`src/design/ccl_pkg.sv`:
```
// ----------------------------------------------------------------------------
// ccl_pkg
// Codes, field layout and cell control type of the coalescing change list.
// ----------------------------------------------------------------------------
`default_nettype none

package ccl_pkg;

	typedef logic [1:0] kind_t;
	typedef logic [1:0] status_t;

	localparam kind_t KIND_APPEND = 2'd0;
	localparam kind_t KIND_READ   = 2'd1;
	localparam kind_t KIND_CLEAR  = 2'd2;

	localparam status_t STATUS_OK      = 2'd0;
	localparam status_t STATUS_ILLEGAL = 2'd1;
	localparam status_t STATUS_FULL    = 2'd2;

	// tdata layout, same on both sides
	localparam int DATA_BITS   = 72;
	localparam int TAG_FIELD   = 16;
	localparam int HINT_FIELD  = 32;
	localparam int INDEX_FIELD = 6;
	localparam int MASK_BITS   = 32;

	// Broadcast control for the row of cells
	typedef struct packed {
		logic shift;  // cells at or above pos take their upper neighbor
		logic load;   // cell at pos takes the new record
		logic merge;  // cell at pos ORs the new hints in
	} cell_cmd_t;

endpackage

`default_nettype wire

```
`src/design/ccl_cell.sv`:
```
// ----------------------------------------------------------------------------
// ccl_cell
// One record slot of the change list: holds a record, compares its content
// tag, and shifts down from its upper neighbor when a record at or below it drops.
// ----------------------------------------------------------------------------
`default_nettype none

module ccl_cell #(
	parameter int TAG_BITS  = 16,
	parameter int HINT_BITS = 32,
	parameter int CNT_W     = 6,
	parameter int INDEX     = 0
) (
	input  wire logic                  clk,
	input  wire ccl_pkg::cell_cmd_t    cmd,
	input  wire logic [CNT_W-1:0]      pos,
	input  wire logic [TAG_BITS-1:0]   new_frame,
	input  wire logic [TAG_BITS-1:0]   new_content,
	input  wire logic [HINT_BITS-1:0]  new_hint,
	input  wire logic [TAG_BITS-1:0]   nbr_frame,
	input  wire logic [TAG_BITS-1:0]   nbr_content,
	input  wire logic [HINT_BITS-1:0]  nbr_hint,
	input  wire logic [TAG_BITS-1:0]   target,
	output logic      [TAG_BITS-1:0]   frame,
	output logic      [TAG_BITS-1:0]   content,
	output logic      [HINT_BITS-1:0]  hint,
	output logic                       match
);

	logic [TAG_BITS-1:0]  frame_q;
	logic [TAG_BITS-1:0]  content_q;
	logic [HINT_BITS-1:0] hint_q;
	logic                 at_pos;
	logic                 above_pos;

	assign at_pos    = (pos == CNT_W'(INDEX));
	assign above_pos = (pos <= CNT_W'(INDEX));

	always_ff @(posedge clk) begin
		if (cmd.shift && above_pos) begin
			frame_q   <= nbr_frame;
			content_q <= nbr_content;
			hint_q    <= nbr_hint;
		end else if (cmd.load && at_pos) begin
			frame_q   <= new_frame;
			content_q <= new_content;
			hint_q    <= new_hint;
		end else if (cmd.merge && at_pos) begin
			hint_q <= hint_q | new_hint;
		end
	end

	assign frame   = frame_q;
	assign content = content_q;
	assign hint    = hint_q;
	assign match   = (content_q == target);

endmodule

`default_nettype wire

```
`config.mk`:
```
export PLATFORM = sky130hd
export DESIGN_NAME = ccl_cell
export DESIGN_NICKNAME = d
export VERILOG_FILES = /design/src/design/ccl_pkg.sv /design/src/design/ccl_cell.sv
export SDC_FILE = /design/constraint.sdc
export NUM_CORES = 1
export LEC_CHECK = 0
export BUFFER_PORTS_ARGS = -buffer_cell sky130_fd_sc_hd__buf_2
export CAP_MARGIN = 30
export CORE_MARGIN = 5
export CORE_UTILIZATION = 45
export DETAILED_ROUTE_END_ITERATION = 8
export HOLD_SLACK_MARGIN = 0.03
export PLACE_DENSITY = 0.84
export SYNTH_ARGS = -nofsm -noshare
export SYNTH_HDL_FRONTEND = slang
export SYNTH_SLANG_ARGS = --single-unit
```
`constraint.sdc`:
```
create_clock -name clk -period 4.27 [get_ports clk]
set_input_delay 0.6405 -clock clk [delete_from_list [all_inputs] [get_ports clk]]
set_output_delay 0.6405 -clock clk [all_outputs]
set_load 0.05 [all_outputs]
```
==> metrics.md <==
| Metric | Value |
|---|---|
| Result of the run | finished, final reports clean |
| Gpl congestion | 0.852 |
| Setup violators final | 0 |
| Final number of hold-violating endpoints | 0 |
| Leakage power | 2.10 nW |
| Synth async-reset ratio | 0% |
| Number of distinct library cells after synthesis | 20 |
| Wire length on met3 | 733 um |
| Power, Total | 1.36 mW |
| Sequential share of the synthesized area | 55.7% |
| Switching share of power | 22.9% |
| Comb power frac | 12.4% |
| Compound-Gate Fraction of Synth Area | 12.2% |
| Top-count cell post-synth | edfxtp_1 |
| H-tree depth | 3 |
| Max Transition Viols Final | 0 |
| Power Density | 285 nW/um^2 |
| FMAX | 410 MHz |
| Core ar. | 7610 um^2 |
| Synth Net Count | 429 |
| Top-area cell type share of the netlist area | 55.7% |
| WL met2 | 5.28 mm |
| Worst Clk Skew | 0 ns |
| Reg power frac | 51.3% |
| P_int | 1.05 mW |
| First-pass GRT wire length | 16.0 mm |
| CP arrival | 2.49 ns |
| Via density per instance | 5.23 |
| CTS Sinks | 64 |
| M1 WL | 3.81 mm |
| Area leader, netlist | edfxtp_1 |
| Syn Area/Cell | 12.5 um^2 |
| Hpwl dp | 7.59 mm |
| Startpoint Class | input port |
| Vias | 3099 |
| CTS resizes | 0 |
| Clk Latency, worst-skew pair | 0.32 ns |
| Main combinational cell family by area after synthesis | multiplexers |
| Synth Cell Area | 3450 um^2 |
| Initial Util | 45.3% |
| ANT cells | 0 |
| Prevailing post-synth register cell | edfxtp_1 |
| CTS max path bufs | 2 |
| RSZ-0062 raised after global routing | no |
| CP required | 4.32 ns |
| Top post-synthesis cells by area | edfxtp_1, mux2_4, o211ai_1 |
| CP max FO | 64 |
| Port-buffer cells | 218 |
| Top-level port count | 219 |
| XOR/XNOR Fraction of Synth Area | 4.06% |
| Clock slew at reported path FFs | 0.07 ns |
| Drt drc | 0 |
| Post-synth top cells | edfxtp_1, nand4_1, inv_1, o211ai_1, o21ai_0 |
| Max_slew headroom | 40.5% |
| Clock share of power | 36.3% |
| VDD IR max | 0.000136 V |
| Number of synthesized register bits | 64 |
| Pre-antenna DRT Iters | 5 |
| Die extent in y | 97.6 um |
| Synth Area in Adders | 0% |
| Final worst path period need | 2.44 ns |
| CTS buffer count | 9 |
| Final-stage net count | 639 |
| Slew @ Worst Pin | 0.893 ns |
| Die area | 9520 um^2 |
| Initial antenna violation count | 0 |
| Post-Route WL | 10.1 mm |
| Post-synthesis cell count | 275 |
| P_sw | 0.312 mW |
| Max layer used | met4 |
| Critical path endpoint category | flop |
| DR WL/cell | 17.0 um |
| Critical path class | in -> reg |
| Hold-fix buffers, CTS | 0 |
| # rows | 32 |
| Syn. warnings | 0 |
| Chip width | 97.6 um |
| Post-CTS Setup Inserts | 0 |
| Initial DRC count | 166 |
| Max-cap violations | 0 |
| Total GRT Usage | 20.7% |
| Mux cell area share after synthesis | 13.1% |
| Vias in the first global route | 3220 |
| Final setup TNS | 0 ns |
| Fraction of layout cells with a size suffix above 1 | 54.7% |
| Period utilization | 57.2% |
| Largest net degree at the start of global routing | 65 |
| Synth Area in Simple Gates | 8.20% |
| Antenna viol nets, final | 0 |
| Post-synth EDFFs | 64 |
| Hold/Removal Path Class | in -> reg |
| Area Growth Syn to Fin | 38.4% |
| Root buf cell | clkbuf_8 |
| GRT overflow | 0 |
| CTS tree | done |
-- through the flow --
step / hold WS, ns / std cells / setup WS (ns) / instance area [um^2] / utilization (%)
4_1_cts: 0.569 / 592 / 1.84 / 4770 / 62.7
2_1_floorplan: 0.841 / 275 / 1.14 / 3450 / -
3_3_place_gp: 0.627 / 576 / 1.61 / 4590 / 60.3
3_5_place_dp: 0.636 / 576 / 1.46 / 4590 / 60.3
5_1_grt: 0.573 / 592 / 1.67 / 4770 / 62.7
6_report: 0.587 / 592 / 1.83 / 4770 / 62.7
-- power by group through the flow --
stage	Clock [mW]	Combinational [mW]	Sequential, mW
after global routing	0.535	0.184	0.698
after CTS	0.507	0.170	0.698
final	0.495	0.169	0.698
after floorplan	0	0.0624	0.730
after global placement	0	0.163	0.712
after detailed placement	0	0.170	0.712
-- cell type report --
cell class | instances | area [um^2]
fillers | 655 | 2830
flip-flops and latches | 64 | 1920
multi-input cells | 156 | 1290
repair buffers | 222 | 1120
clock buffers | 10 | 128
well taps | 102 | 128
inverters | 32 | 120
clock inverters | 6 | 60.1
-- registers in the layout, indices dropped and copies added (netlist names) --
name	cells
content	16
frame	16
hint	32
-- worst paths after layout --
check	start	endpoint	slack, ns	cells after the start
setup / recovery	pos[5]	hint[24]	1.83	6
hold / removal	nbr_frame[10]	frame[10]	0.59	2
setup reg to reg	hint[0]	hint[0]	3.40	2
hold reg to reg	hint[9]	hint[9]	0.66	2
-- layer usage --
layer,up-vias,track usage (%)
met5,-,0
met3,26,4.59
met4,0,8.73
met2,165,36.7
met1,1429,24.0
li1,1479,-
-- cells by family after synthesis --
| group | Yosys count |
|---|---|
| buffers and inverters | 55 |
| multiplexers | 32 |
| flip-flops | 64 |
| AND/OR/NAND/NOR | 42 |
| AO/OA/AOI/OAI | 66 |
| XOR/XNOR | 16 |
-- worst max-delay path: stages --
cell and delay, ns:
buf_2 0.12, nor4_4 0.28, buf_4 0.39, o211a_2 0.27, buf_4 0.58, o211ai_1 0.16
-- cell usage in the layout, fill, tap and decap left out --
cell type / instances
clkinv_1: 1
mux2_1: 6
bufinv_16: 1
nand3_2: 1
mux2_2: 2
clkinv_2: 2
or4_1: 1
o211ai_1: 32
xnor2_1: 16
clkbuf_1: 1
clkinvlp_4: 1
nor4_1: 1
a31o_2: 1
inv_1: 32
clkbuf_8: 9
nand4_1: 36
o21ai_0: 32
nor2_2: 1
or3b_2: 1
edfxtp_1: 64
mux2_4: 24
nor4_4: 1
buf_2: 218
clkinv_4: 1
o211a_2: 1
buf_4: 4
No activity file was read; power rests on OpenSTA's default activity.
